--- config.mk ---
export PLATFORM = sky130hd
export DESIGN_NAME = fdpc_div
export DESIGN_NICKNAME = d
export VERILOG_FILES = /design/src/rtl/fdpc_pkg.sv /design/src/rtl/fdpc_div.sv
export SDC_FILE = /design/constraint.sdc
export NUM_CORES = 1
export LEC_CHECK = 0
export BUFFER_PORTS_ARGS = -buffer_cell sky130_fd_sc_hd__buf_2
export CAP_MARGIN = 30
export CORE_MARGIN = 8
export CORE_UTILIZATION = 45
export DETAILED_ROUTE_END_ITERATION = 8
export GPL_TIMING_DRIVEN = 0
export PLACE_DENSITY_LB_ADDON = 0.15
export SLEW_MARGIN = 40
export SYNTH_ARGS = -nofsm -noshare
export SYNTH_HDL_FRONTEND = slang
export SYNTH_SLANG_ARGS = --single-unit
--- constraint.sdc ---
create_clock -name clk -period 10.75 [get_ports clk]
set_input_delay 1.075 -clock clk [delete_from_list [all_inputs] [get_ports clk]]
set_output_delay 1.075 -clock clk [all_outputs]
set_load 0.1 [all_outputs]
--- src/rtl/fdpc_pkg.sv ---
// Shared types, constants and register map of the feathered disc pixel compositor.
package fdpc_pkg;

    localparam int DEF_PANEL_WIDTH  = 220;
    localparam int DEF_PANEL_HEIGHT = 176;

    localparam int GEOM_STAGES  = 4;
    localparam int DIV_STAGES   = 8;
    localparam int BLEND_STAGES = 2;
    localparam int PIPE_LATENCY = GEOM_STAGES + DIV_STAGES + BLEND_STAGES;

    typedef enum logic [1:0] {
        MODE_RENDER = 2'd0,
        MODE_WR_BG  = 2'd1,
        MODE_WR_ART = 2'd2
    } mode_t;

    typedef enum logic [1:0] {
        REGION_BG  = 2'd0,
        REGION_ART = 2'd1,
        REGION_MIX = 2'd2
    } region_t;

    localparam logic [2:0] CFG_DISC_CX = 3'd0;
    localparam logic [2:0] CFG_DISC_CY = 3'd1;
    localparam logic [2:0] CFG_REST_CX = 3'd2;
    localparam logic [2:0] CFG_REST_CY = 3'd3;
    localparam logic [2:0] CFG_INNER   = 3'd4;
    localparam logic [2:0] CFG_OUTER   = 3'd5;

    typedef struct packed {
        logic [7:0]  disc_cx;
        logic [7:0]  disc_cy;
        logic [7:0]  rest_cx;
        logic [7:0]  rest_cy;
        logic [15:0] inner;
        logic [15:0] outer;
    } cfg_t;

    localparam cfg_t CFG_RESET = '{
        disc_cx: 8'd106,
        disc_cy: 8'd82,
        rest_cx: 8'd106,
        rest_cy: 8'd82,
        inner:   16'd2500,
        outer:   16'd3844
    };

    // Classification of one render transaction leaving the geometry stages
    typedef struct packed {
        logic        valid;
        region_t     region;
        logic [15:0] num;
        logic [15:0] den;
    } geom_res_t;

    // Pixel payload that travels beside the divider
    typedef struct packed {
        region_t     region;
        logic [15:0] art;
        logic [15:0] bg;
    } pix_data_t;

endpackage

--- src/rtl/fdpc_div.sv ---
// Pipelined restoring divider for the Q0.16 blend weight, two quotient bits per stage.
module fdpc_div
    import fdpc_pkg::*;
(
    input  logic        clk,
    input  logic        rst_n,
    input  logic        in_valid,
    input  pix_data_t   in_data,
    input  logic [15:0] num,
    input  logic [15:0] den,
    output logic        out_valid,
    output pix_data_t   out_data,
    output logic [15:0] quot
);

    logic        valid_reg [DIV_STAGES];
    pix_data_t   data_reg  [DIV_STAGES];
    logic [15:0] rem_reg   [DIV_STAGES];
    logic [15:0] den_reg   [DIV_STAGES];
    logic [15:0] q_reg     [DIV_STAGES];

    for (genvar s = 0; s < DIV_STAGES; s++)
    begin : g_stage
        logic        valid_in;
        pix_data_t   data_in;
        logic [15:0] rem_in, den_in, q_in;
        logic [16:0] t1, t2;
        logic        b1, b2;
        logic [15:0] r1, r2;

        if (s == 0)
        begin : g_first
            assign valid_in = in_valid;
            assign data_in  = in_data;
            assign rem_in   = num;
            assign den_in   = den;
            assign q_in     = '0;
        end
        else
        begin : g_next
            assign valid_in = valid_reg[s-1];
            assign data_in  = data_reg[s-1];
            assign rem_in   = rem_reg[s-1];
            assign den_in   = den_reg[s-1];
            assign q_in     = q_reg[s-1];
        end

        // remainder stays below the divisor, so each trial fits 17 bits
        always_comb
        begin
            t1 = {rem_in, 1'b0};
            b1 = t1 >= {1'b0, den_in};
            r1 = b1 ? 16'(t1 - {1'b0, den_in}) : t1[15:0];
            t2 = {r1, 1'b0};
            b2 = t2 >= {1'b0, den_in};
            r2 = b2 ? 16'(t2 - {1'b0, den_in}) : t2[15:0];
        end

        always_ff @(posedge clk or negedge rst_n)
        begin
            if (!rst_n)
                valid_reg[s] <= 1'b0;
            else
                valid_reg[s] <= valid_in;
        end

        always_ff @(posedge clk)
        begin
            data_reg[s] <= data_in;
            rem_reg[s]  <= r2;
            den_reg[s]  <= den_in;
            q_reg[s]    <= {q_in[13:0], b1, b2};
        end
    end

    assign out_valid = valid_reg[DIV_STAGES-1];
    assign out_data  = data_reg[DIV_STAGES-1];
    assign quot      = q_reg[DIV_STAGES-1];

endmodule

==> metrics.txt, run 1 <==
outcome=finished, final reports clean; core area=0.05617 sq mm; gr usage total=17.93%; wirelength, routed=58810 microns; startpoint types=primary input; Fmax achieved=154.6 MHz; Critical Path AT=6.99 ns; IO Pins=120; CTS tree=done; Critical-path top delay cell=clkbuf_1; Primary FF master, synth=dfxtp_1; post-synth cell types=82; CP cell instances=buf_2 -> inv_1 -> ha_1 -> nor2b_1 -> o31a_1 -> o21ai_1 -> a21oi_1 -> o211ai_1 -> and3_1 -> clkbuf_1 -> clkbuf_1 -> o21ai_0 -> ha_1 -> o21a_1 -> o31a_1 -> o41a_1 -> a21o_1 -> o41a_1 -> nor4_2 -> o21bai_1 -> a211oi_4 -> buf_6 -> mux2_2; post-route minimum period=6.467 ns; Via-to-Cell Ratio=5.194; Hold-fix buffers, CTS=0; Area growth, synth to finish=14.57%; GR Overflow Total=0; Initial Util=45.37%; final worst path period share=60.16%; drt wl/cell=16.72 microns; Critical Path End Type=register; Hold Path Class=primary input to async pin; Synth async-reset ratio=1.389%; FP Rows=87; GPL Wtd Cong=0.9260; worst-path fanout max=10; EDFF count, synth=0; Rel. slew slack=56.89%; CP Class=primary input to register; vias after detailed routing=18270; first-pass GRT wire length=93430 microns; WHS=0.2660 ns; Setup Viol. Count Final=0; initial antenna violation count=1; clock root cell=clkbuf_16; setup tns final=0 ns; MaxCap Viol Count=0; H-Tree Depth=2; flip-flop and latch count after synthesis=576; Seq/Total Area, Yosys=45.40%; Routed Antenna Nets=0; max reg flops=272; Post-Syn Nets=2858; fin nets=3037; Worst-Skew Late Latency=0.64 ns; CTS Buf Count=58; cells after synthesis=2533; CTS max path bufs=3; first-iteration detailed-routing DRC count=1005; Ys Warns=0; Post-Syn Area=0.02548 sq mm; CTS Sinks=576; largest net degree at the start of global routing=20; Avg Inst Size Synth=10.06 sq um; DRT Pass-1 Iters=5; Setup Skew=0.03475 ns; drc violations=0; postcts setup bufs=0; Die Wd=254.0 microns; Fill cells=5080; post-CTS resize count=0; Ant. Diodes=0; PortBufs=119; vias in the first global route=17840; clock slew at reported path FFs=0.06 ns; CP required=11.27 ns; Die Ht=254.0 microns; Worst-Margin Slew=0.6467 ns; share of cells above drive strength 1=15.42%; Hold Violations, Final=0; CP max stage delay=0.47 ns; final core utilization=51.98%; RSZ-0062 raised after global routing=false; Pins Over Slew Limit=0; HPWL after DPL=46940 microns; Die ar.=0.06450 sq mm
-- synth_stat cells (45+ instances only) --
cell     instances  area, sq um
a21o_1          86        645.6
o21ai_0         98        490.5
dfxtp_1        568        11370
nor3_1          45        225.2
inv_1          181        679.4
xnor2_1        135         1182
mux2_2         118         1329
nor2_1         187        701.9
xor2_1          51        446.7
nand2_1        114        427.9
a21oi_1        207         1036
ha_1           248         3103
-- worst paths after layout --
| path | startpoint | end | slack (ns) | depth (start not counted) |
|---|---|---|---|---|
| min reg2reg | data_reg[1][33] | data_reg[1][67] | 0.32 | 0 |
| min in group clk | data_reg[1][33] | data_reg[1][67] | 0.32 | 0 |
| max | den[1] | rem_reg[0][8] | 4.28 | 23 |
| min | rst_n | g_stage[2].valid_in | 0.27 | 1 |
| max reg2reg | den_reg[0][23] | rem_reg[1][13] | 4.35 | 22 |
| max in group asynchronous | rst_n | g_stage[7].valid_in | 10.32 | 1 |
-- area by class of cell --
cell class	count	area [sq um]	share of cell area (%)
Timing Repair Buffer	119	595.6	2.040
Inverter	183	686.9	2.353
Multi-Input combinational cell	1705	12800	43.84
Clock buffer	76	1629	5.580
Clock inverter	34	541.8	1.856
Sequential cell	576	11570	39.63
Buffer	69	426.7	1.461
Tap cell	756	945.9	3.240
-- placed cells by master, fill, tap and decap left out, types with 51 or more instances in the layout --
cell type  count
buf_2        130
nand2_1      114
inv_1        181
nor2_1       187
o21ai_0       98
mux2_2       118
xor2_1        51
xnor2_1      135
dfxtp_1      568
a21o_1        86
ha_1         248
clkbuf_16     58
a21oi_1      207
-- cells by family (layout without fill, tap and decap cells) --
group	count (synthesis)	in the layout	synth area share [%]
xor+xnor	187	187	6.456
flops	576	576	45.40
fa+ha+maj	256	256	12.80
mux	133	133	5.936
simple gates	536	536	9.996
buf+inv	252	481	4.370
compound gates	593	593	15.03
-- stage by stage --
step / cells / worst slack (ns) / area (sq um)
after floorplan: 2533 / 4.786 / 25480
after global placement: 3408 / 3.752 / 27030
after detailed placement: 3408 / 3.717 / 27030
after CTS: 3518 / 4.381 / 29200
after global routing: 3518 / 3.988 / 29200
final: 3518 / 4.283 / 29200
-- critical path, delay by kind of cell --
family / cells / cell delay, ns
and+or+nand+nor: 3 / 0.58
AOI/OAI and AO/OA: 12 / 2.91
adders and majority gates: 2 / 0.67
muxes: 1 / 0.34
buffers and inverters: 5 / 1.39
-- routing by layer --
metal | part of all wire (%) | wire length (microns) | global-route usage [%]
met1 | 47 | 27850 | 24.01
met3 | 4.2 | 2448 | 2.710
met2 | 46 | 26960 | 29.63
met4 | 2.6 | 1549 | 5.475
met5 | 0 | 0 | 0
Power of run 1 is not shown: default switching activity piles up to over one toggle a cycle in this logic, so the estimate is an artifact.
==> run 2, diff against run 1 <==
==> constraint.sdc (replaced) <==
create_clock -name clk -period 5.9 [get_ports clk]
set_input_delay 0.59 -clock clk [delete_from_list [all_inputs] [get_ports clk]]
set_output_delay 0.59 -clock clk [all_outputs]
set_load 0.1 [all_outputs]
==> metrics.txt, run 2 (synthesis gave the netlist of run 1 again) <==
outcome=finished, final reports clean; fin cells=3526; vias after detailed routing=18260; CTS max path bufs=3; GPL Wtd Cong=0.9260; final worst path period share=96.08%; Ant. Diodes=0; Initial Util=45.37%; CP cell instances=inv_1 -> ha_1 -> nor2b_1 -> o31ai_2 -> a21oi_1 -> a41oi_2 -> a31oi_2 -> a2111oi_2 -> o21ai_2 -> clkbuf_2 -> and2_1 -> ha_1 -> nor2b_1 -> nor2_1 -> o21a_1 -> a211oi_2 -> o21ai_1 -> a31oi_2 -> nand2b_1 -> nand3_1 -> a211o_1 -> buf_2 -> buf_6 -> mux2_2; vias in the first global route=17860; IO Pins=120; placed insts=3408; drc violations=0; first-pass GRT wire length=93500 microns; Worst-Skew Late Latency=0.64 ns; post-route minimum period=5.669 ns; crit path setup slack, layout=0.2315 ns; GR Overflow Total=0; core area=0.05617 sq mm; max reg flops=272; FP Rows=87; share of cells above drive strength 1=16.93%; largest net degree at the start of global routing=20; clock slew at reported path FFs=0.06 ns; Fill cells=5075; Crit path buffers/inverters=4; Fmax achieved=176.4 MHz; Critical Path End Type=register; gr usage total=17.94%; CTS tree=done; CTS Buf Count=58; most common cell after layout, fill and taps aside=dfxtp_1; Final Cell Area=0.02943 sq mm; Setup Viol. Count Final=0; Hold Path Class=primary input to register; CTS Sinks=576; Via-to-Cell Ratio=5.179; placed cell area=0.02703 sq mm; drt wl/cell=16.74 microns; startpoint types=register; Routed Antenna Nets=0; Rel. slew slack=53.83%; DRT Pass-1 Iters=5; most frequent cells in the layout=568 x dfxtp_1, 248 x ha_1, 200 x a21oi_1; CP Class=register to register; Setup Skew=0.03504 ns; clock root cell=clkbuf_16; wirelength, routed=59020 microns; PortBufs=119; Critical Path AT=6.15 ns; CP required=6.38 ns; first-iteration detailed-routing DRC count=1124; Critical-path top delay cell=dfxtp_1; MaxCap Viol Count=0; worst-path fanout max=10; H-Tree Depth=2; Die Wd=254.0 microns; Die ar.=0.06450 sq mm; Worst-Margin Slew=0.6873 ns; HPWL after DPL=46940 microns; Hold Violations, Final=0; Area growth, synth to finish=15.47%; initial antenna violation count=1; Die Ht=254.0 microns; CP max stage delay=0.40 ns; Pins Over Slew Limit=0; crit-path leading delay family=compound AO/OA/AOI/OAI gates; fin nets=3045; post-place setup slack=-0.6479 ns
==> run 2: cell type report <==
cell class                 count  area, sq um  area share (%)
timing repair buffer         127        658.1           2.237
buffer                        69        456.7           1.552
multi-input combinational   1705        12940           43.96
clock buffer                  76         1629           5.536
inverter                     183        686.9           2.334
sequential                   576        11570           39.32
tap                          756        945.9           3.215
clock inverter                34        541.8           1.841
==> run 2: path summary, 6_finish.rpt <==
path                                  from                   to  slack, ns  cells past startpoint
setup / recovery             den_reg[2][1]       rem_reg[2][25]       0.23                     24
hold / removal                 in_data[21]      data_reg[0][21]       0.05                      1
setup reg to reg             den_reg[2][1]       rem_reg[2][25]       0.23                     24
hold reg to reg            data_reg[1][33]      data_reg[1][67]       0.32                      0
max in group asynchronous            rst_n  g_stage[7].valid_in       5.42                      2
min in group asynchronous            rst_n  g_stage[2].valid_in       0.31                      2
==> run 2: per-stage QoR <==
step	hold WS (ns)	setup TNS (ns)	util [%]
5_1_grt	0.006486	-0.1526	52.39
4_1_cts	0.004306	0	52.05
3_3_place_gp	0.3095	-13.78	48.12
3_5_place_dp	0.3121	-15.80	48.12
6_report	0.05256	0	52.39
2_1_floorplan	0.2944	0	-
==> run 2: timing repair <==
item / in CTS / in global routing
gates resized for setup: 13 / 46
hold buffers: 1 / 0
setup buffers: 0 / 7
gates cloned: 0 / 0
endpoints found under the setup margin: 62 / 110
pin swaps: 0 / 2
hold endpoints to repair: 8 / 0
==> run 2: routing by layer <==
| layer | vias up | global-route usage, % | part of all wire, % |
|---|---|---|---|
| met5 | - | 0 | 0 |
| met4 | 0 | 5.556 | 2.7 |
| met3 | 101 | 2.710 | 4.2 |
| met2 | 361 | 29.63 | 46 |
| met1 | 8593 | 24.00 | 47 |
| li1 | 9205 | - | - |
Power of run 2 is left out for the same reason.
