[src/rtl/fdpc_pkg.sv]
// Shared types, constants and register map of the feathered disc pixel compositor.
package fdpc_pkg;

    localparam int DEF_PANEL_WIDTH  = 220;
    localparam int DEF_PANEL_HEIGHT = 176;

    localparam int GEOM_STAGES  = 4;
    localparam int DIV_STAGES   = 8;
    localparam int BLEND_STAGES = 2;
    localparam int PIPE_LATENCY = GEOM_STAGES + DIV_STAGES + BLEND_STAGES;

    typedef enum logic [1:0] {
        MODE_RENDER = 2'd0,
        MODE_WR_BG  = 2'd1,
        MODE_WR_ART = 2'd2
    } mode_t;

    typedef enum logic [1:0] {
        REGION_BG  = 2'd0,
        REGION_ART = 2'd1,
        REGION_MIX = 2'd2
    } region_t;

    localparam logic [2:0] CFG_DISC_CX = 3'd0;
    localparam logic [2:0] CFG_DISC_CY = 3'd1;
    localparam logic [2:0] CFG_REST_CX = 3'd2;
    localparam logic [2:0] CFG_REST_CY = 3'd3;
    localparam logic [2:0] CFG_INNER   = 3'd4;
    localparam logic [2:0] CFG_OUTER   = 3'd5;

    typedef struct packed {
        logic [7:0]  disc_cx;
        logic [7:0]  disc_cy;
        logic [7:0]  rest_cx;
        logic [7:0]  rest_cy;
        logic [15:0] inner;
        logic [15:0] outer;
    } cfg_t;

    localparam cfg_t CFG_RESET = '{
        disc_cx: 8'd106,
        disc_cy: 8'd82,
        rest_cx: 8'd106,
        rest_cy: 8'd82,
        inner:   16'd2500,
        outer:   16'd3844
    };

    // Classification of one render transaction leaving the geometry stages
    typedef struct packed {
        logic        valid;
        region_t     region;
        logic [15:0] num;
        logic [15:0] den;
    } geom_res_t;

    // Pixel payload that travels beside the divider
    typedef struct packed {
        region_t     region;
        logic [15:0] art;
        logic [15:0] bg;
    } pix_data_t;

endpackage

[src/rtl/fdpc_geom.sv]
// Geometry stages: clamping, distance, store addresses and region classification.
module fdpc_geom
    import fdpc_pkg::*;
#(
    parameter int PANEL_WIDTH  = DEF_PANEL_WIDTH,
    parameter int PANEL_HEIGHT = DEF_PANEL_HEIGHT,
    localparam int DEPTH = PANEL_WIDTH * PANEL_HEIGHT,
    localparam int AW    = (DEPTH > 1) ? $clog2(DEPTH) : 1
)
(
    input  logic          clk,
    input  logic          rst_n,
    input  logic          in_valid,
    input  logic [1:0]    mode,
    input  logic [7:0]    pos_x,
    input  logic [7:0]    pos_y,
    input  logic [15:0]   write_pixel,
    input  cfg_t          cfg,
    output logic          wr_bg,
    output logic          wr_art,
    output logic [AW-1:0] bg_addr,
    output logic [AW-1:0] art_addr,
    output logic [15:0]   wr_data,
    output geom_res_t     res
);

    localparam int XW = (PANEL_WIDTH > 1) ? $clog2(PANEL_WIDTH) : 1;
    localparam int YW = (PANEL_HEIGHT > 1) ? $clog2(PANEL_HEIGHT) : 1;

    // stage 1
    logic [7:0]        cx8, cy8;
    logic              inpanel;
    logic signed [9:0] dx, dy;

    logic              v1_reg;
    logic [1:0]        mode1_reg;
    logic              inpanel1_reg;
    logic [15:0]       wpix1_reg;
    logic [XW-1:0]     px1_reg;
    logic [YW-1:0]     py1_reg;
    logic signed [9:0] dx1_reg, dy1_reg;

    always_comb
    begin
        cx8 = (32'(pos_x) > PANEL_WIDTH - 1) ? 8'(PANEL_WIDTH - 1) : pos_x;
        cy8 = (32'(pos_y) > PANEL_HEIGHT - 1) ? 8'(PANEL_HEIGHT - 1) : pos_y;
        inpanel = (32'(pos_x) < PANEL_WIDTH) && (32'(pos_y) < PANEL_HEIGHT);
        dx = $signed({2'b00, cx8}) - $signed({2'b00, cfg.disc_cx});
        dy = $signed({2'b00, cy8}) - $signed({2'b00, cfg.disc_cy});
    end

    // stage 2
    logic signed [19:0] dx_sq, dy_sq;
    logic signed [11:0] sx_full, sy_full;
    logic [XW-1:0]      sx_cl;
    logic [YW-1:0]      sy_cl;

    logic               v2_reg;
    logic [1:0]         mode2_reg;
    logic               inpanel2_reg;
    logic [15:0]        wpix2_reg;
    logic [15:0]        dxsq2_reg, dysq2_reg;
    logic [AW-1:0]      bg_row2_reg, art_row2_reg;
    logic [XW-1:0]      px2_reg, sx2_reg;

    always_comb
    begin
        dx_sq   = dx1_reg * dx1_reg;
        dy_sq   = dy1_reg * dy1_reg;
        sx_full = $signed({4'b0000, cfg.rest_cx}) + 12'(dx1_reg);
        sy_full = $signed({4'b0000, cfg.rest_cy}) + 12'(dy1_reg);
        if (sx_full < 0)
            sx_cl = '0;
        else if (int'(sx_full) > PANEL_WIDTH - 1)
            sx_cl = XW'(PANEL_WIDTH - 1);
        else
            sx_cl = XW'(sx_full);
        if (sy_full < 0)
            sy_cl = '0;
        else if (int'(sy_full) > PANEL_HEIGHT - 1)
            sy_cl = YW'(PANEL_HEIGHT - 1);
        else
            sy_cl = YW'(sy_full);
    end

    // stage 3
    logic          v3_reg;
    logic [1:0]    mode3_reg;
    logic          inpanel3_reg;
    logic [15:0]   wpix3_reg;
    logic [16:0]   d2_3_reg;
    logic [AW-1:0] bg_addr3_reg, art_addr3_reg;

    // stage 4
    geom_res_t res_next, res_reg;

    always_comb
    begin
        res_next.valid = v3_reg && (mode3_reg == MODE_RENDER);
        if (d2_3_reg >= 17'(cfg.outer))
            res_next.region = REGION_BG;
        else if (d2_3_reg <= 17'(cfg.inner))
            res_next.region = REGION_ART;
        else
            res_next.region = REGION_MIX;
        res_next.num = 16'(d2_3_reg - 17'(cfg.inner));
        res_next.den = cfg.outer - cfg.inner;
    end

    always_ff @(posedge clk or negedge rst_n)
    begin
        if (!rst_n)
        begin
            v1_reg  <= 1'b0;
            v2_reg  <= 1'b0;
            v3_reg  <= 1'b0;
            res_reg <= '0;
        end
        else
        begin
            v1_reg  <= in_valid;
            v2_reg  <= v1_reg;
            v3_reg  <= v2_reg;
            res_reg <= res_next;
        end
    end

    always_ff @(posedge clk)
    begin
        mode1_reg    <= mode;
        inpanel1_reg <= inpanel;
        wpix1_reg    <= write_pixel;
        px1_reg      <= XW'(cx8);
        py1_reg      <= YW'(cy8);
        dx1_reg      <= dx;
        dy1_reg      <= dy;

        mode2_reg    <= mode1_reg;
        inpanel2_reg <= inpanel1_reg;
        wpix2_reg    <= wpix1_reg;
        dxsq2_reg    <= dx_sq[15:0];
        dysq2_reg    <= dy_sq[15:0];
        bg_row2_reg  <= AW'(py1_reg * PANEL_WIDTH);
        art_row2_reg <= AW'(sy_cl * PANEL_WIDTH);
        px2_reg      <= px1_reg;
        sx2_reg      <= sx_cl;

        mode3_reg     <= mode2_reg;
        inpanel3_reg  <= inpanel2_reg;
        wpix3_reg     <= wpix2_reg;
        d2_3_reg      <= 17'(dxsq2_reg) + 17'(dysq2_reg);
        bg_addr3_reg  <= bg_row2_reg + AW'(px2_reg);
        art_addr3_reg <= art_row2_reg + AW'(sx2_reg);
    end

    assign wr_bg    = v3_reg && (mode3_reg == MODE_WR_BG) && inpanel3_reg;
    assign wr_art   = v3_reg && (mode3_reg == MODE_WR_ART) && inpanel3_reg;
    assign bg_addr  = bg_addr3_reg;
    assign art_addr = art_addr3_reg;
    assign wr_data  = wpix3_reg;
    assign res      = res_reg;

endmodule

[config.mk]
export PLATFORM = sky130hd
export DESIGN_NAME = fdpc_geom
export DESIGN_NICKNAME = d
export VERILOG_FILES = /design/src/rtl/fdpc_pkg.sv /design/src/rtl/fdpc_geom.sv
export SDC_FILE = /design/constraint.sdc
export NUM_CORES = 1
export LEC_CHECK = 0
export ABC_CLOCK_PERIOD_IN_PS = 7860
export BUFFER_PORTS_ARGS = -buffer_cell sky130_fd_sc_hd__buf_2
export CAP_MARGIN = 20
export CELL_PAD_IN_SITES_DETAIL_PLACEMENT = 1
export CELL_PAD_IN_SITES_GLOBAL_PLACEMENT = 1
export CORE_UTILIZATION = 35
export CTS_BUF_LIST = sky130_fd_sc_hd__clkbuf_16
export DETAILED_ROUTE_END_ITERATION = 8
export PLACE_DENSITY = 0.62
export SLEW_MARGIN = 30
export SYNTH_ARGS = -nofsm -noshare
export SYNTH_HDL_FRONTEND = slang
export SYNTH_SLANG_ARGS = --single-unit
[constraint.sdc]
create_clock -name clk -period 7.86 [get_ports clk]
set_input_delay 1.572 -clock clk [delete_from_list [all_inputs] [get_ports clk]]
set_output_delay 1.572 -clock clk [all_outputs]
set_load 0.02 [all_outputs]
==> reports/metrics.yaml <==
critical_path:
  cp-end-kind: "flip-flop"
  critical_path_maximum_fanout: 6
  worst-r2r-cell-count: 20
  critical_path.max_stage_delay_ps: 560
  crit_chain: "buf_2 > ha_1 > fa_1 > a21o_1 > a2111oi_0 > a31oi_1 > o311ai_2 > o211ai_4 > a31oi_1 > fa_1 > fa_1 > inv_1 > fa_1 > inv_1 > ha_1 > a21oi_1 > o21bai_1 > a2111oi_1 > o31ai_1 > a21oi_1 > xnor2_1"
  crit_start: "cfg[32]"
  critical_path_buf_inv_count: 3
  r2r_end: "art_row2_reg[15]"
  worstSetupPathType: "input pin to flip-flop"
  path_delay_family: "compound AO/OA/AOI/OAI gates"
  worst-endpoint-required_ps: 8350
  r2r_start: "dy1_reg[0]"
  path_common_cell: "sky130_fd_sc_hd__fa_1"
  cp_data_arrival_time_ps: 7390
  worstSetupStartpointType: "input pin"
  setup.reg_to_reg.worst_slack_ps: 1570
  cp_slowest_cell: "sky130_fd_sc_hd__fa_1"
detailed_routing:
  highest-signal-layer: "met4"
  via_per_inst: 4.719
  vias: 11619
  detail_route.drc_violations: 14
  detail_route.first_pass.iterations: 6
  detailroute.wirelength.met3_um: 1332
  drt_iter0_markers: 330
  detail_route.wirelength.met1_um: 16570
  drt-total-wl_um: 37260
  wire_per_inst_um: 15.14
  drtAntennaViolNets: 0
  met2RoutedLength_um: 18300
outcome:
  failing_checks: "design-rule violations"
  run_status: "finished with violations"
clock_network:
  cts_root_buffer: "sky130_fd_sc_hd__clkbuf_16"
  cts_resized: 0
  worst_skew_pair_latency_ps: 580
  clock_sinks: 252
  cts-buffers-inserted: 31
  htree_num_levels: 1
  maximum_clock_insertion_buffer_count: 3
  cts_tree: "built"
  clk_pin_slew_ps: 60
  cts-hold-fix-buffers: 0
  post_cts.repair.setup_buffers: 0
timing:
  final-setup-viol-count: 0
  tightest_slew_ps: 802.6
  final_max_slew_viol_count: 0
  final_critical_path_share_of_the_clock_period_pct: 87.78
  setup_total_negative_slack_ps: 0
  maxSlewHeadroom_pct: 46.42
  hold_violations: 0
  grt_setup_unrepaired: "false"
  finalHoldWorstSlack_ps: 318.4
  final.setup_skew_ps: 19.61
  timing.fmax_mhz: 144.9
  final.min_clock_period_ps: 6899
global_route:
  track_usage_pct: 15.84
  first_global_vias: 12668
  antenna_found_initial: 0
  grt_start_max_net_pins: 39
  overflow: 0
  wire_length_of_the_first_global_routing_pass_um: 62200
finish:
  regArea_um2: 5235
  final_net_count: 2304
  drive_gt1_share_pct: 14.18
  growth_of_design_area_from_synthesis_to_finish_pct: 15.68
  number_of_fill_cells_in_the_layout: 5360
  layout_commonest_cell: "sky130_fd_sc_hd__inv_1"
  multi_input_area_um2: 10510
  final_cell_mix: "257 x sky130_fd_sc_hd__inv_1, 230 x sky130_fd_sc_hd__ha_1, 214 x sky130_fd_sc_hd__dfxtp_1, 184 x sky130_fd_sc_hd__buf_2, 143 x sky130_fd_sc_hd__fa_1"
  num_antenna_cells: 0
  largest_register_ffs: 35
floorplanning:
  die_h_um: 220.8
  start_util_pct: 35.76
  die_area_um2: 48750
  die_w_um: 220.8
  design.core.area_um2: 46850
  floorplan.io_pins: 186
  rows: 79
worst_hold_path:
  hold_path_depth: 0
  hold_end: "px2_reg[0]"
  worst_hold_startpoint: "px1_reg[0]"
  hold_class: "flip-flop to flip-flop"
logic_synthesis:
  cell_types_occupying_the_most_area_after_synthesis: "sky130_fd_sc_hd__dfxtp_1 26%, sky130_fd_sc_hd__ha_1 17%, sky130_fd_sc_hd__fa_1 17%, sky130_fd_sc_hd__dfrtp_1 5.7%, sky130_fd_sc_hd__inv_1 5.7%"
  yosysWarnings: 0
  postSynthRegisterBits: 252
  synth_nets: 2100
  synth_enable_flop_cells: 0
  synthDistinctLibCells: 67
  synth.largest_area_cell: "sky130_fd_sc_hd__dfxtp_1"
  area_fraction_of_the_dominant_cell_type_after_synthesis_pct: 25.57
  postSynth.asyncResetShare_pct: 15.08
  synthFlopType: "sky130_fd_sc_hd__dfxtp_1"
  postSynthAreaPerCell_um2: 10.30
  synth-seq-area-share_pct: 31.25
  mappedNetlistArea_um2: 16750
  netlist_instances: 1626
place:
  portBuffers: 185
  dp_wirelength_um: 30690
  place.gp.congestion: 0.7901
run:
  maxCapViolCount: 0
==> stage by stage <==
step / instance area (um^2) / setup WS [ps] / std cells / util [%]
finish: 19380 / 960.8 / 2462 / 41.36
floorplan: 16750 / 914.8 / 1626 / -
detailed placement: 18380 / 320.1 / 2404 / 39.24
CTS: 19380 / 909.6 / 2462 / 41.36
global placement: 18380 / 561.9 / 2404 / 39.24
global route: 19380 / 627.6 / 2462 / 41.36
==> per-layer routing <==
metal	vias to the layer above	GRT usage, %
li1	5772	-
met1	5633	19.59
met2	159	28.35
met3	55	2.117
met4	0	4.863
met5	-	0
==> kinds of logic after synthesis <==
logic type	share of synthesized area (%)
adders and majority gates	34.26
xor gates and xnor gates	7.170
AOI/OAI and AO/OA	11.10
muxes	0.1270
DFF	31.25
and+or+nand+nor	10.04
buffers and inverters	6.049
==> layout make-up <==
class	count	area share [%]
Tap cell	607	3.919
Timing Repair Buffer	186	4.829
Clock buffer	31	4.003
Sequential cell	252	27.01
Inverter	253	4.900
Clock inverter	27	1.130
Multi-Input combinational cell	1106	54.21
==> worst register-to-register path, cell delays in order (launching register included) <==
cell	delay, ps
sky130_fd_sc_hd__dfxtp_1	440
sky130_fd_sc_hd__ha_1	310
sky130_fd_sc_hd__fa_1	410
sky130_fd_sc_hd__a21o_1	230
sky130_fd_sc_hd__a2111oi_0	510
sky130_fd_sc_hd__a31oi_1	130
sky130_fd_sc_hd__o311ai_2	140
sky130_fd_sc_hd__o211ai_4	150
sky130_fd_sc_hd__a31oi_1	510
sky130_fd_sc_hd__fa_1	560
sky130_fd_sc_hd__fa_1	500
sky130_fd_sc_hd__inv_1	60
sky130_fd_sc_hd__fa_1	540
sky130_fd_sc_hd__inv_1	40
sky130_fd_sc_hd__ha_1	320
sky130_fd_sc_hd__a21oi_1	230
sky130_fd_sc_hd__o21bai_1	130
sky130_fd_sc_hd__a2111oi_1	530
sky130_fd_sc_hd__o31ai_1	150
sky130_fd_sc_hd__a21oi_1	190
sky130_fd_sc_hd__xnor2_1	130
==> synth_stat cells (4+ instances only) <==
cell / number
sky130_fd_sc_hd__dfrtp_1: 38
sky130_fd_sc_hd__ha_1: 230
sky130_fd_sc_hd__nor4_1: 4
sky130_fd_sc_hd__a21o_1: 36
sky130_fd_sc_hd__a211o_1: 4
sky130_fd_sc_hd__nor2b_1: 28
sky130_fd_sc_hd__a31oi_1: 12
sky130_fd_sc_hd__inv_1: 253
sky130_fd_sc_hd__or3_1: 8
sky130_fd_sc_hd__nand2b_1: 27
sky130_fd_sc_hd__xor2_1: 41
sky130_fd_sc_hd__o211ai_1: 10
sky130_fd_sc_hd__a21oi_1: 86
sky130_fd_sc_hd__xnor2_1: 93
sky130_fd_sc_hd__o21ai_0: 39
sky130_fd_sc_hd__o31ai_1: 5
sky130_fd_sc_hd__nand2_1: 62
sky130_fd_sc_hd__nand3_1: 18
sky130_fd_sc_hd__nand4_1: 6
sky130_fd_sc_hd__or2_2: 9
sky130_fd_sc_hd__o21bai_1: 18
sky130_fd_sc_hd__nor2_1: 56
sky130_fd_sc_hd__nor3_1: 20
sky130_fd_sc_hd__o21a_1: 20
sky130_fd_sc_hd__and2_1: 59
sky130_fd_sc_hd__dfxtp_1: 214
sky130_fd_sc_hd__fa_1: 143
sky130_fd_sc_hd__a2111oi_0: 7
sky130_fd_sc_hd__and3_1: 11
sky130_fd_sc_hd__clkbuf_1: 14
==> worst max path at each step <==
stage / end / slack (ps) / depth (start not counted)
6_report: art_row2_reg[15] / 960 / 21
5_1_grt: art_row2_reg[15] / 630 / 21
4_1_cts: art_row2_reg[15] / 910 / 21
3_5_place_dp: art_row2_reg[15] / 320 / 21
3_3_place_gp: art_row2_reg[15] / 560 / 21
2_1_floorplan: art_row2_reg[15] / 910 / 21
Power is not shown: default switching activity piles up to over one toggle a cycle in this logic, so the estimate is an artifact.
