`config.mk`:
```
export PLATFORM = sky130hd
export DESIGN_NAME = fdpc_blend
export DESIGN_NICKNAME = d
export VERILOG_FILES = /design/src/rtl/fdpc_pkg.sv /design/src/rtl/fdpc_blend.sv
export SDC_FILE = /design/constraint.sdc
export NUM_CORES = 1
export LEC_CHECK = 0
export BUFFER_PORTS_ARGS = -buffer_cell sky130_fd_sc_hd__buf_2
export CAP_MARGIN = 10
export CORE_MARGIN = 5
export CORE_UTILIZATION = 52
export CTS_CLUSTER_DIAMETER = 30
export DETAILED_ROUTE_END_ITERATION = 8
export PLACE_DENSITY = 0.7
export SLEW_MARGIN = 20
export SYNTH_ARGS = -nofsm -noshare
export SYNTH_HDL_FRONTEND = slang
export SYNTH_SLANG_ARGS = --single-unit
```
`constraint.sdc`:
```
create_clock -name clk -period 2.7 [get_ports clk]
set_input_delay 0.27 -clock clk [delete_from_list [all_inputs] [get_ports clk]]
set_output_delay 0.27 -clock clk [all_outputs]
set_load 0.1 [all_outputs]
```
`src/rtl/fdpc_pkg.sv`:
```
// Shared types, constants and register map of the feathered disc pixel compositor.
package fdpc_pkg;

    localparam int DEF_PANEL_WIDTH  = 220;
    localparam int DEF_PANEL_HEIGHT = 176;

    localparam int GEOM_STAGES  = 4;
    localparam int DIV_STAGES   = 8;
    localparam int BLEND_STAGES = 2;
    localparam int PIPE_LATENCY = GEOM_STAGES + DIV_STAGES + BLEND_STAGES;

    typedef enum logic [1:0] {
        MODE_RENDER = 2'd0,
        MODE_WR_BG  = 2'd1,
        MODE_WR_ART = 2'd2
    } mode_t;

    typedef enum logic [1:0] {
        REGION_BG  = 2'd0,
        REGION_ART = 2'd1,
        REGION_MIX = 2'd2
    } region_t;

    localparam logic [2:0] CFG_DISC_CX = 3'd0;
    localparam logic [2:0] CFG_DISC_CY = 3'd1;
    localparam logic [2:0] CFG_REST_CX = 3'd2;
    localparam logic [2:0] CFG_REST_CY = 3'd3;
    localparam logic [2:0] CFG_INNER   = 3'd4;
    localparam logic [2:0] CFG_OUTER   = 3'd5;

    typedef struct packed {
        logic [7:0]  disc_cx;
        logic [7:0]  disc_cy;
        logic [7:0]  rest_cx;
        logic [7:0]  rest_cy;
        logic [15:0] inner;
        logic [15:0] outer;
    } cfg_t;

    localparam cfg_t CFG_RESET = '{
        disc_cx: 8'd106,
        disc_cy: 8'd82,
        rest_cx: 8'd106,
        rest_cy: 8'd82,
        inner:   16'd2500,
        outer:   16'd3844
    };

    // Classification of one render transaction leaving the geometry stages
    typedef struct packed {
        logic        valid;
        region_t     region;
        logic [15:0] num;
        logic [15:0] den;
    } geom_res_t;

    // Pixel payload that travels beside the divider
    typedef struct packed {
        region_t     region;
        logic [15:0] art;
        logic [15:0] bg;
    } pix_data_t;

endpackage

```
`src/rtl/fdpc_blend.sv`:
```
// Per-channel RGB565 blend and final pixel selection, two register stages.
module fdpc_blend
    import fdpc_pkg::*;
(
    input  logic        clk,
    input  logic        rst_n,
    input  logic        in_valid,
    input  pix_data_t   in_data,
    input  logic [15:0] weight,
    output logic        done,
    output logic [15:0] out_pixel
);

    logic [4:0]  ra, rb, ba, bb;
    logic [5:0]  ga, gb;
    logic [4:0]  rd, bd;
    logic [5:0]  gd;

    logic        va_reg;
    pix_data_t   data_a_reg;
    logic        rneg_reg, gneg_reg, bneg_reg;
    logic [20:0] rprod_reg, bprod_reg;
    logic [21:0] gprod_reg;

    logic [4:0]  r_mix, b_mix;
    logic [5:0]  g_mix;
    logic [15:0] pixel_next;

    logic        done_reg;
    logic [15:0] out_pixel_reg;

    // stage A: magnitude of each channel difference times the weight
    always_comb
    begin
        ra = in_data.art[15:11];
        ga = in_data.art[10:5];
        ba = in_data.art[4:0];
        rb = in_data.bg[15:11];
        gb = in_data.bg[10:5];
        bb = in_data.bg[4:0];
        rd = (rb >= ra) ? rb - ra : ra - rb;
        gd = (gb >= ga) ? gb - ga : ga - gb;
        bd = (bb >= ba) ? bb - ba : ba - bb;
    end

    // stage B: step from the artwork value toward the background value, then select by region
    always_comb
    begin
        r_mix = rneg_reg ? data_a_reg.art[15:11] - rprod_reg[20:16]
                         : data_a_reg.art[15:11] + rprod_reg[20:16];
        g_mix = gneg_reg ? data_a_reg.art[10:5] - gprod_reg[21:16]
                         : data_a_reg.art[10:5] + gprod_reg[21:16];
        b_mix = bneg_reg ? data_a_reg.art[4:0] - bprod_reg[20:16]
                         : data_a_reg.art[4:0] + bprod_reg[20:16];
        case (data_a_reg.region)
            REGION_BG:  pixel_next = data_a_reg.bg;
            REGION_ART: pixel_next = data_a_reg.art;
            default:    pixel_next = {r_mix, g_mix, b_mix};
        endcase
    end

    always_ff @(posedge clk or negedge rst_n)
    begin
        if (!rst_n)
        begin
            va_reg   <= 1'b0;
            done_reg <= 1'b0;
        end
        else
        begin
            va_reg   <= in_valid;
            done_reg <= va_reg;
        end
    end

    always_ff @(posedge clk)
    begin
        data_a_reg    <= in_data;
        rneg_reg      <= rb < ra;
        gneg_reg      <= gb < ga;
        bneg_reg      <= bb < ba;
        rprod_reg     <= 21'(rd) * 21'(weight);
        gprod_reg     <= 22'(gd) * 22'(weight);
        bprod_reg     <= 21'(bd) * 21'(weight);
        out_pixel_reg <= pixel_next;
    end

    assign done      = done_reg;
    assign out_pixel = out_pixel_reg;

endmodule

```
==> impl_metrics.py, run 1 <==
metrics = {
    "status": {
        "run_status": "finished, violations left",
        "violations": "negative setup slack",
    },
    "layout": {
        "nNetsFinal": 1785,
        "post_layout_nonfiller_instances": 1734,
        "final_core_utilization_pct": 70.8,
        "synthToLayoutAreaGrowth_pct": 33.2,
        "regArea_sq_um": 1430,
        "filler_instances": 1477,
        "antenna_cell_count": 0,
        "area_of_combinational_cells_with_multiple_inputs_sq_um": 9140,
        "post_route_cells_drive_above_1_share_pct": 32.0,
        "number_of_flip_flops_under_the_largest_register_name": 34,
    },
    "timing": {
        "fmax_ghz": 0.187,
        "maxSlewViolCount": 0,
        "slew_headroom_pct": 35.1,
        "post_route_setup_tns_ns": -38.76,
        "setup_ws_ns": -2.66,
        "hold_violations": 0,
        "fin_crit_share_pct": 199,
        "rsz0062_at_grt": "yes",
        "final.setup_skew_ns": 0.00839,
        "setup-violations-final": 16,
        "final.min_clock_period_ns": 5.36,
        "tightestPinTransition_ns": 0.971,
    },
    "clock_tree": {
        "htreeDepth": 3,
        "tritoncts": "built",
        "clock_path_buffers": 2,
        "clock_latency_ns": 0.33,
        "cts.sink_count": 71,
        "cts_root_buf": "sky130_fd_sc_hd__clkbuf_16",
        "cts_inserted_buffers": 9,
        "path_clk_slew_ns": 0.05,
    },
    "detailed_routing": {
        "wire_per_inst_microns": 15.8,
        "dr.pass1.iters": 5,
        "antenna_left": 0,
        "route.final.wire_length_microns": 27400,
        "viasPerCell": 5.15,
        "top_layer_used": "met4",
        "drc_markers": 0,
        "met2WireLength_microns": 13200,
        "met1_length_microns": 12100,
        "num_vias": 8936,
        "first_iter_violations": 411,
        "detailroute.wirelength.met3_microns": 1420,
    },
    "floorplanning": {
        "floorplan.initialDensity_pct": 53.1,
        "io-pin-count": 70,
        "rows": 52,
        "die_ht_microns": 154,
        "design.core.area_sq_um": 20300,
        "die_width_microns": 154,
        "die-area_sq_um": 23700,
    },
    "global_route": {
        "number_of_global_route_vias_before_repair": 9623,
        "grtUsageTotal_pct": 23.1,
        "grt_pass1_wl_microns": 45700,
        "grt_remaining_overflow": 0,
        "antenna_found_initial": 0,
        "grt_start_max_net_pins": 33,
    },
    "synth": {
        "seq_area_frac_synth_pct": 13.3,
        "syn-num-nets": 1524,
        "synth.top_cells.by_area": "sky130_fd_sc_hd__fa_1 (27%), sky130_fd_sc_hd__ha_1 (15%), sky130_fd_sc_hd__dfxtp_1 (13%)",
        "yosys_warnings": 0,
        "synth-edff-count": 0,
        "synthMostInstantiatedCell": "sky130_fd_sc_hd__inv_1",
        "syn_inst": 1198,
        "synth-async-reset-ratio_pct": 2.82,
        "synth_top_cells_by_count": "sky130_fd_sc_hd__inv_1 (237), sky130_fd_sc_hd__and2_1 (153), sky130_fd_sc_hd__fa_1 (147)",
        "synth_cell_type_count": 64,
        "synth.largest_area_cell": "sky130_fd_sc_hd__fa_1",
        "ys_dominant_reg_cell": "sky130_fd_sc_hd__dfxtp_1",
        "syn_area_per_cell_sq_um": 9.00,
        "synth_seq_cells": 71,
        "post_synth_instance_area_sq_um": 10800,
        "synth_largest_type_area_fraction_pct": 27.3,
    },
    "power": {
        "netSwitchingPower_w": 0.00729,
        "power_switching_share_pct": 48.0,
        "clock_power_share_pct": 7.1,
        "peakVddDrop_uv": 506,
        "power_dens_cells_nw_per_um2": 1060,
        "internal_power_w": 0.00790,
        "static-leakage-power_nw": 7.33,
        "comb_power_share_pct": 82.8,
        "seq_power_share_pct": 10.0,
    },
    "place": {
        "placedCellCount": 1674,
        "globalplace.congestion": 0.858,
        "numPortBuffers": 69,
        "hpwl_microns": 20100,
        "pre_cts_ws_ns": -3.18,
    },
    "setup_path": {
        "critical_path.max_stage_delay_ns": 0.49,
        "r2r.worst_path.cells": 10,
        "cpLargestDelayFamily": "adder cells",
        "critical_path_required_ns": 2.91,
        "worst_ep_arrival_time_ns": 5.57,
        "worstSetupStartpoint": "in_data[5]",
        "regToRegStartpoint": "gprod_reg[16]",
        "endpoint_of_the_worst_register_to_register_path": "out_pixel[10]",
        "max_stage_delay_cell_worst_path": "sky130_fd_sc_hd__fa_1",
        "critPathCaptureType": "flop",
        "startpoint_type": "input pin",
        "critical_path_depth": 27,
        "worst_setup_path_endpoint": "gprod_reg[20]",
        "r2r_slack_ns": 0.29,
        "biggest_fanout_along_the_worst_timing_path": 10,
        "cp_num_buf_inv": 7,
        "worstSetupPathType": "in -> reg",
        "cp_common_cell": "sky130_fd_sc_hd__fa_1",
    },
    "hold_path": {
        "worst_hold_path_type": "in -> reg",
    },
    "run": {
        "maxCapViolCount": 0,
    },
}
power groups by stage:
stage          Clock, W  Sequential (W)  Combinational, W
2_1_floorplan         0         0.00233           0.00688
3_3_place_gp          0         0.00154            0.0104
3_5_place_dp          0         0.00154            0.0107
4_1_cts         0.00110         0.00152            0.0117
5_1_grt         0.00115         0.00156            0.0142
6_report        0.00109         0.00152            0.0126
worst min-delay path by stage:
stage,from,depth (start not counted),to
after floorplan,rst_n,0,done
after global placement,rst_n,1,done
after detailed placement,rst_n,1,done
after CTS,in_data[33],1,data_a_reg[33]
after global routing,in_data[32],1,data_a_reg[32]
final,in_data[33],1,data_a_reg[33]
kinds of logic (layout without fill, tap and decap cells):
family	count (synthesis)	after routing	synth area share [%]
adders and majority gates	273	273	41.9
xor gates and xnor gates	45	46	3.97
DFF	71	71	13.3
buffers and inverters	277	540	9.93
AOI/OAI and AO/OA	157	158	9.91
muxes	25	25	2.38
and+or+nand+nor	350	351	18.6
what timing repair did:
| item | CTS | global route |
|---|---|---|
| setup buffers | 29 | 10 |
| pin swaps | 100 | 63 |
| gates cloned | 5 | 1 |
| endpoints found under the hold margin | 2 | 0 |
| resized for setup | 89 | 76 |
| hold buffers | 1 | 0 |
| setup endpoints to repair | 16 | 16 |
metrics by stage:
stage,area (sq um),total power (W),hold slack [ns]
2_1_floorplan,11100,0.00922,-0.0256
3_3_place_gp,13000,0.0119,0.0542
3_5_place_dp,13000,0.0123,0.0577
4_1_cts,13900,0.0143,0.0381
5_1_grt,14400,0.0169,0.0400
6_report,14400,0.0152,0.0466
placed cells by master (no fill, tap or decap), types with 14 or more instances in the layout:
master | synthesis | routed
sky130_fd_sc_hd__buf_4 | 1 | 193
sky130_fd_sc_hd__a21oi_2 | 1 | 14
sky130_fd_sc_hd__and3_1 | 18 | 15
sky130_fd_sc_hd__and2_1 | 153 | 125
sky130_fd_sc_hd__nand2b_1 | 35 | 34
sky130_fd_sc_hd__o21ai_0 | 27 | 21
sky130_fd_sc_hd__a21o_1 | 30 | 30
sky130_fd_sc_hd__inv_1 | 237 | 220
sky130_fd_sc_hd__buf_6 | 3 | 18
sky130_fd_sc_hd__fa_1 | 147 | 136
sky130_fd_sc_hd__a21oi_1 | 50 | 34
sky130_fd_sc_hd__nor2_1 | 21 | 20
sky130_fd_sc_hd__and2_4 | 0 | 28
sky130_fd_sc_hd__xnor2_1 | 28 | 26
sky130_fd_sc_hd__nand2_1 | 51 | 44
sky130_fd_sc_hd__dfxtp_1 | 69 | 69
sky130_fd_sc_hd__nor2b_1 | 34 | 34
sky130_fd_sc_hd__ha_4 | 0 | 24
sky130_fd_sc_hd__mux2i_1 | 23 | 19
sky130_fd_sc_hd__ha_1 | 126 | 98
sky130_fd_sc_hd__buf_2 | 4 | 59
layout make-up:
cell class                 count  area share (%)
tap                          270            2.35
inverter                     237            6.43
multi-input combinational    853            63.6
clock buffer                  12            1.78
clock inverter                 4           0.139
timing repair buffer         287            15.7
sequential                    71            9.96
layer usage:
metal  global-route usage, %  vias to the layer above
li1                        -                     4275
met1                    31.0                     4388
met2                    39.3                      223
met3                    3.04                       50
met4                    5.97                        0
met5                       0                        -
Note: power is estimated with default switching activity, not from simulation.
==> inputs of run 2 (changes only) <==
--- a/config.mk
+++ b/config.mk
@@ -7,6 +7,7 @@
 export LEC_CHECK = 0
 export BUFFER_PORTS_ARGS = -buffer_cell sky130_fd_sc_hd__buf_2
 export CAP_MARGIN = 10
+export CORE_ASPECT_RATIO = 1.1
 export CORE_MARGIN = 5
 export CORE_UTILIZATION = 52
 export CTS_CLUSTER_DIAMETER = 30
==> impl_metrics.py, run 2 (synthesized netlist as in run 1, its figures left out) <==
metrics = {
    "layout": {
        "final_common_cell": "sky130_fd_sc_hd__inv_1",
        "post_route_cells_drive_above_1_share_pct": 33.2,
        "nNetsFinal": 1795,
        "area_of_combinational_cells_with_multiple_inputs_sq_um": 9190,
        "number_of_flip_flops_under_the_largest_register_name": 34,
        "post_layout_nonfiller_instances": 1730,
        "synthToLayoutAreaGrowth_pct": 33.8,
        "antenna_cell_count": 0,
        "most-common-layout-cells": "sky130_fd_sc_hd__inv_1 (218), sky130_fd_sc_hd__buf_4 (202), sky130_fd_sc_hd__fa_1 (135), sky130_fd_sc_hd__and2_1 (118), sky130_fd_sc_hd__ha_1 (102)",
        "filler_instances": 1522,
        "regArea_sq_um": 1430,
    },
    "power": {
        "power_switching_share_pct": 47.8,
        "netSwitchingPower_w": 0.00740,
        "peakVddDrop_uv": 513,
        "seq_power_share_pct": 9.8,
        "power.total_w": 0.0155,
        "clock_power_share_pct": 6.9,
        "power_dens_cells_nw_per_um2": 1070,
        "static-leakage-power_nw": 7.38,
        "internal_power_w": 0.00809,
        "comb_power_share_pct": 83.3,
    },
    "setup_path": {
        "worstSetupStartpoint": "in_data[5]",
        "biggest_fanout_along_the_worst_timing_path": 5,
        "cp_num_buf_inv": 7,
        "worstSetupPathType": "in -> reg",
        "critical_path.max_stage_delay_ns": 0.49,
        "cpLargestDelayFamily": "adder cells",
        "critPathCaptureType": "flop",
        "r2r.worst_path.cells": 10,
        "startpoint_type": "input pin",
        "max_stage_delay_cell_worst_path": "sky130_fd_sc_hd__fa_1",
        "regToRegStartpoint": "gprod_reg[16]",
        "critical_path_required_ns": 2.95,
        "critical_path_depth": 27,
        "worst_ep_arrival_time_ns": 5.67,
    },
    "floorplanning": {
        "die_width_microns": 147,
        "die_ht_microns": 161,
        "floorplan.initialDensity_pct": 52.6,
        "io-pin-count": 70,
        "die-area_sq_um": 23700,
        "design.core.area_sq_um": 20500,
        "rows": 55,
    },
    "clock_tree": {
        "htreeDepth": 3,
        "cts.sink_count": 71,
        "cts_inserted_buffers": 9,
        "cts_root_buf": "sky130_fd_sc_hd__clkbuf_16",
        "tritoncts": "built",
        "clock_latency_ns": 0.33,
        "path_clk_slew_ns": 0.05,
        "clock_path_buffers": 2,
    },
    "timing": {
        "maxSlewViolCount": 0,
        "tightestPinTransition_ns": 0.966,
        "fmax_ghz": 0.185,
        "final.setup_skew_ns": 0.00505,
        "hold_violations": 0,
        "holdWs_ns": 0.0448,
        "fin_crit_share_pct": 201,
        "post_route_setup_tns_ns": -39.28,
        "final.min_clock_period_ns": 5.42,
        "setup-violations-final": 16,
        "setup_ws_ns": -2.72,
        "slew_headroom_pct": 35.5,
        "rsz0062_at_grt": "yes",
    },
    "hold_path": {
        "hold_depth": 1,
        "worst_hold_startpoint": "in_data[32]",
        "worst_hold_path_type": "in -> reg",
    },
    "status": {
        "violations": "negative setup slack",
        "run_status": "finished, violations left",
    },
    "detailed_routing": {
        "num_vias": 8954,
        "dr.pass1.iters": 5,
        "antenna_left": 0,
        "first_iter_violations": 385,
        "drc_markers": 0,
        "viasPerCell": 5.18,
        "wire_per_inst_microns": 15.7,
        "route.final.wire_length_microns": 27200,
    },
    "global_route": {
        "grt_start_max_net_pins": 33,
        "grt_pass1_wl_microns": 45400,
        "grt_remaining_overflow": 0,
        "number_of_global_route_vias_before_repair": 9443,
        "antenna_found_initial": 0,
        "grtUsageTotal_pct": 23.1,
    },
    "place": {
        "placedCellCount": 1666,
        "globalplace.congestion": 0.882,
        "numPortBuffers": 69,
        "hpwl_microns": 20100,
    },
    "run": {
        "maxCapViolCount": 0,
    },
}
-- run 2: changes by cell type in the layout (fill, tap and decap cells not counted), sizes merged --
cell	before	now
inv	236	235
buf	284	296
clkdlybuf4s15	1	0
-- run 2: what timing repair did --
| action | CTS | global route |
|---|---|---|
| pin swaps | 93 | 111 |
| hold buffers | 1 | 0 |
| endpoints found under the setup margin | 16 | 16 |
| hold endpoints to repair | 2 | 0 |
| setup buffers | 24 | 20 |
| gates resized for setup | 94 | 95 |
| gates cloned | 6 | 0 |
-- run 2: final timing paths --
| check | end | slack, ns |
|---|---|---|
| setup / recovery | gprod_reg[19] | -2.72 |
| hold / removal | data_a_reg[32] | 0.04 |
| setup reg to reg | out_pixel[10] | 0.33 |
| hold reg to reg | done | 0.35 |
| max in group asynchronous | va_reg | 2.34 |
| min in group asynchronous | done | 0.26 |
-- run 2: layout make-up --
| cell class | instances | area share [%] |
|---|---|---|
| multi-input combinational | 853 | 63.7 |
| timing repair buffer | 297 | 15.9 |
| sequential | 71 | 9.92 |
| inverter | 237 | 6.42 |
| tap | 256 | 2.22 |
| clock buffer | 13 | 1.73 |
| clock inverter | 3 | 0.130 |
-- run 2: layer usage --
layer  track usage [%]  vias up  wire length [microns]
met3              2.58       44                   1170
met4              6.44        0                    660
met2              40.4      208                  13600
met1              30.6     4402                  11800
li1                  -     4300                      -
met5                 0        -                      0
-- run 2: stage by stage --
stage          utilization (%)  instance area (sq um)  setup WS [ns]
6_report                  70.4                  14400          -2.72
5_1_grt                   70.4                  14400          -2.89
4_1_cts                   67.7                  13900          -2.64
3_5_place_dp              63.3                  13000          -3.20
3_3_place_gp              63.3                  13000          -3.05
2_1_floorplan                -                  11100          -2.67
-- run 2: power groups by stage --
| stage | sequential (W) | clock [W] | combinational (W) |
|---|---|---|---|
| finish | 0.00152 | 0.00107 | 0.0129 |
| global route | 0.00156 | 0.00113 | 0.0144 |
| CTS | 0.00152 | 0.00108 | 0.0116 |
| detailed placement | 0.00154 | 0 | 0.0107 |
| global placement | 0.00154 | 0 | 0.0104 |
| floorplan | 0.00233 | 0 | 0.00688 |
==> inputs of run 3 (changes only) <==
--- a/config.mk
+++ b/config.mk
@@ -12,6 +12,7 @@
 export CORE_UTILIZATION = 52
 export CTS_CLUSTER_DIAMETER = 30
 export DETAILED_ROUTE_END_ITERATION = 8
+export HOLD_SLACK_MARGIN = 0.05
 export PLACE_DENSITY = 0.7
 export SLEW_MARGIN = 20
 export SYNTH_ARGS = -nofsm -noshare
==> impl_metrics.py, run 3 (synthesized netlist as in run 1, its figures left out) <==
metrics = {
    "clock_tree": {
        "clock_path_buffers": 2,
        "cts_inserted_buffers": 9,
        "htreeDepth": 3,
        "cts.sink_count": 71,
        "clock_latency_ns": 0.33,
        "cts_root_buf": "sky130_fd_sc_hd__clkbuf_16",
        "path_clk_slew_ns": 0.06,
        "tritoncts": "built",
    },
    "power": {
        "static-leakage-power_nw": 7.39,
        "power_switching_share_pct": 47.8,
        "power_dens_cells_nw_per_um2": 1070,
        "netSwitchingPower_w": 0.00740,
        "peakVddDrop_uv": 513,
        "seq_power_share_pct": 9.8,
        "comb_power_share_pct": 83.3,
        "clock_power_share_pct": 6.9,
        "internal_power_w": 0.00809,
    },
    "setup_path": {
        "critical_path_required_ns": 2.95,
        "endpoint_of_the_worst_register_to_register_path": "out_pixel[10]",
        "worstSetupStartpoint": "in_data[5]",
        "startpoint_type": "input pin",
        "biggest_fanout_along_the_worst_timing_path": 5,
        "regToRegStartpoint": "gprod_reg[16]",
        "r2r_slack_ns": 0.33,
        "worstSetupPathType": "in -> reg",
        "r2r.worst_path.cells": 10,
        "critPathCaptureType": "flop",
        "worst_ep_arrival_time_ns": 5.67,
    },
    "hold_path": {
        "worstHoldEndpoint": "data_a_reg[29]",
        "hold_depth": 1,
        "worst_hold_path_type": "in -> reg",
        "worst_hold_startpoint": "in_data[29]",
    },
    "global_route": {
        "grt_pass1_wl_microns": 45500,
        "number_of_global_route_vias_before_repair": 9460,
        "antenna_found_initial": 0,
        "grt_start_max_net_pins": 33,
        "grtUsageTotal_pct": 23.2,
        "grt_remaining_overflow": 0,
    },
    "timing": {
        "setup_ws_ns": -2.71,
        "maxSlewViolCount": 0,
        "holdWs_ns": 0.0565,
        "rsz0062_at_grt": "yes",
        "tightestPinTransition_ns": 0.981,
        "setup-violations-final": 16,
        "final.min_clock_period_ns": 5.41,
        "hold_violations": 0,
        "final.setup_skew_ns": 0.00444,
        "slew_headroom_pct": 34.5,
        "fmax_ghz": 0.185,
        "fin_crit_share_pct": 200,
    },
    "place": {
        "pre_cts_ws_ns": -3.20,
        "dpl_cell_area_sq_um": 13000,
        "numPortBuffers": 69,
        "globalplace.congestion": 0.882,
        "hpwl_microns": 20100,
        "placedCellCount": 1666,
    },
    "floorplanning": {
        "die_ht_microns": 161,
        "rows": 55,
        "design.core.area_sq_um": 20500,
        "die_width_microns": 147,
        "die-area_sq_um": 23700,
        "floorplan.initialDensity_pct": 52.6,
        "io-pin-count": 70,
    },
    "detailed_routing": {
        "dr.pass1.iters": 4,
        "antenna_left": 0,
        "route.final.wire_length_microns": 27200,
        "drc_markers": 0,
        "num_vias": 8918,
        "first_iter_violations": 383,
        "wire_per_inst_microns": 15.7,
        "viasPerCell": 5.15,
    },
    "layout": {
        "final_common_cell": "sky130_fd_sc_hd__inv_1",
        "number_of_flip_flops_under_the_largest_register_name": 34,
        "synthToLayoutAreaGrowth_pct": 34.2,
        "most-common-layout-cells": "sky130_fd_sc_hd__inv_1 (218), sky130_fd_sc_hd__buf_4 (201), sky130_fd_sc_hd__fa_1 (135), sky130_fd_sc_hd__and2_1 (119), sky130_fd_sc_hd__ha_1 (101)",
        "filler_instances": 1512,
        "nNetsFinal": 1798,
        "post_route_cells_drive_above_1_share_pct": 33.1,
        "finish.instance_area_sq_um": 14500,
        "post_layout_nonfiller_instances": 1733,
        "antenna_cell_count": 0,
    },
    "status": {
        "violations": "negative setup slack",
        "run_status": "finished, violations left",
    },
    "run": {
        "maxCapViolCount": 0,
    },
}
-- run 3: how the worst max path moves through the flow --
stage	cells after the start	slack (ns)	to
after global routing	27	-2.88	gprod_reg[20]
after floorplan	24	-2.67	gprod_reg[20]
after global placement	26	-3.05	gprod_reg[20]
after detailed placement	26	-3.20	gprod_reg[20]
after CTS	27	-2.64	gprod_reg[20]
final	27	-2.71	gprod_reg[19]
-- run 3: what timing repair did --
action	in CTS	in global routing
cloned	6	0
endpoints found under the hold margin	6	0
pin swaps	93	111
setup buffers	24	19
setup endpoints to repair	16	16
resized for setup	94	96
hold buffers	5	0
-- run 3: routing by layer --
| metal | wire [microns] | track usage (%) | share of wire (%) |
|---|---|---|---|
| met1 | 12000 | 30.7 | 44 |
| met2 | 13600 | 40.5 | 50 |
| met3 | 1040 | 2.53 | 3.8 |
| met4 | 603 | 6.44 | 2.2 |
| met5 | 0 | 0 | 0 |
-- run 3: worst max-delay path, stage by stage --
cell and delay, ns:
sky130_fd_sc_hd__buf_12 0.11, sky130_fd_sc_hd__inv_12 0.04, sky130_fd_sc_hd__ha_4 0.11, sky130_fd_sc_hd__inv_2 0.04, sky130_fd_sc_hd__fa_2 0.34, sky130_fd_sc_hd__a21o_1 0.18
sky130_fd_sc_hd__a21oi_2 0.20, sky130_fd_sc_hd__o21a_4 0.18, sky130_fd_sc_hd__mux2_4 0.32, sky130_fd_sc_hd__o2111ai_2 0.14, sky130_fd_sc_hd__nand3_2 0.22, sky130_fd_sc_hd__and3_1 0.25
sky130_fd_sc_hd__fa_1 0.49, sky130_fd_sc_hd__fa_1 0.49, sky130_fd_sc_hd__inv_1 0.05, sky130_fd_sc_hd__fa_1 0.49, sky130_fd_sc_hd__inv_1 0.04, sky130_fd_sc_hd__ha_1 0.29
sky130_fd_sc_hd__buf_4 0.14, sky130_fd_sc_hd__a21o_1 0.17, sky130_fd_sc_hd__a21oi_2 0.14, sky130_fd_sc_hd__o21ai_2 0.09, sky130_fd_sc_hd__a221oi_2 0.28, sky130_fd_sc_hd__o211ai_1 0.13
sky130_fd_sc_hd__buf_4 0.17, sky130_fd_sc_hd__a21oi_2 0.15, sky130_fd_sc_hd__xnor2_1 0.13
-- run 3: cell type report --
type                       count  area [sq um]  share of cell area, %
multi-input combinational    853          9200                   63.5
timing repair buffer         300          2330                   16.1
sequential                    71          1430                   9.89
inverter                     237           926                   6.40
tap                          256           320                   2.21
clock buffer                  13           250                   1.73
clock inverter                 3          18.8                  0.130
-- run 3: metrics by stage --
step / setup TNS [ns] / util, % / total power (W)
after floorplan: -36.66 / - / 0.00922
after global placement: -44.72 / 63.3 / 0.0119
after detailed placement: -45.70 / 63.3 / 0.0122
after CTS: -37.76 / 67.9 / 0.0142
after global routing: -42.54 / 70.6 / 0.0171
final: -39.23 / 70.6 / 0.0155
-- run 3: power by group through the flow --
stage                     clock network, W  logic [W]  registers, W
after floorplan                          0    0.00688       0.00233
after global placement                   0     0.0104       0.00154
after detailed placement                 0     0.0107       0.00154
after CTS                          0.00108     0.0116       0.00152
after global routing               0.00113     0.0144       0.00156
final                              0.00107     0.0129       0.00152
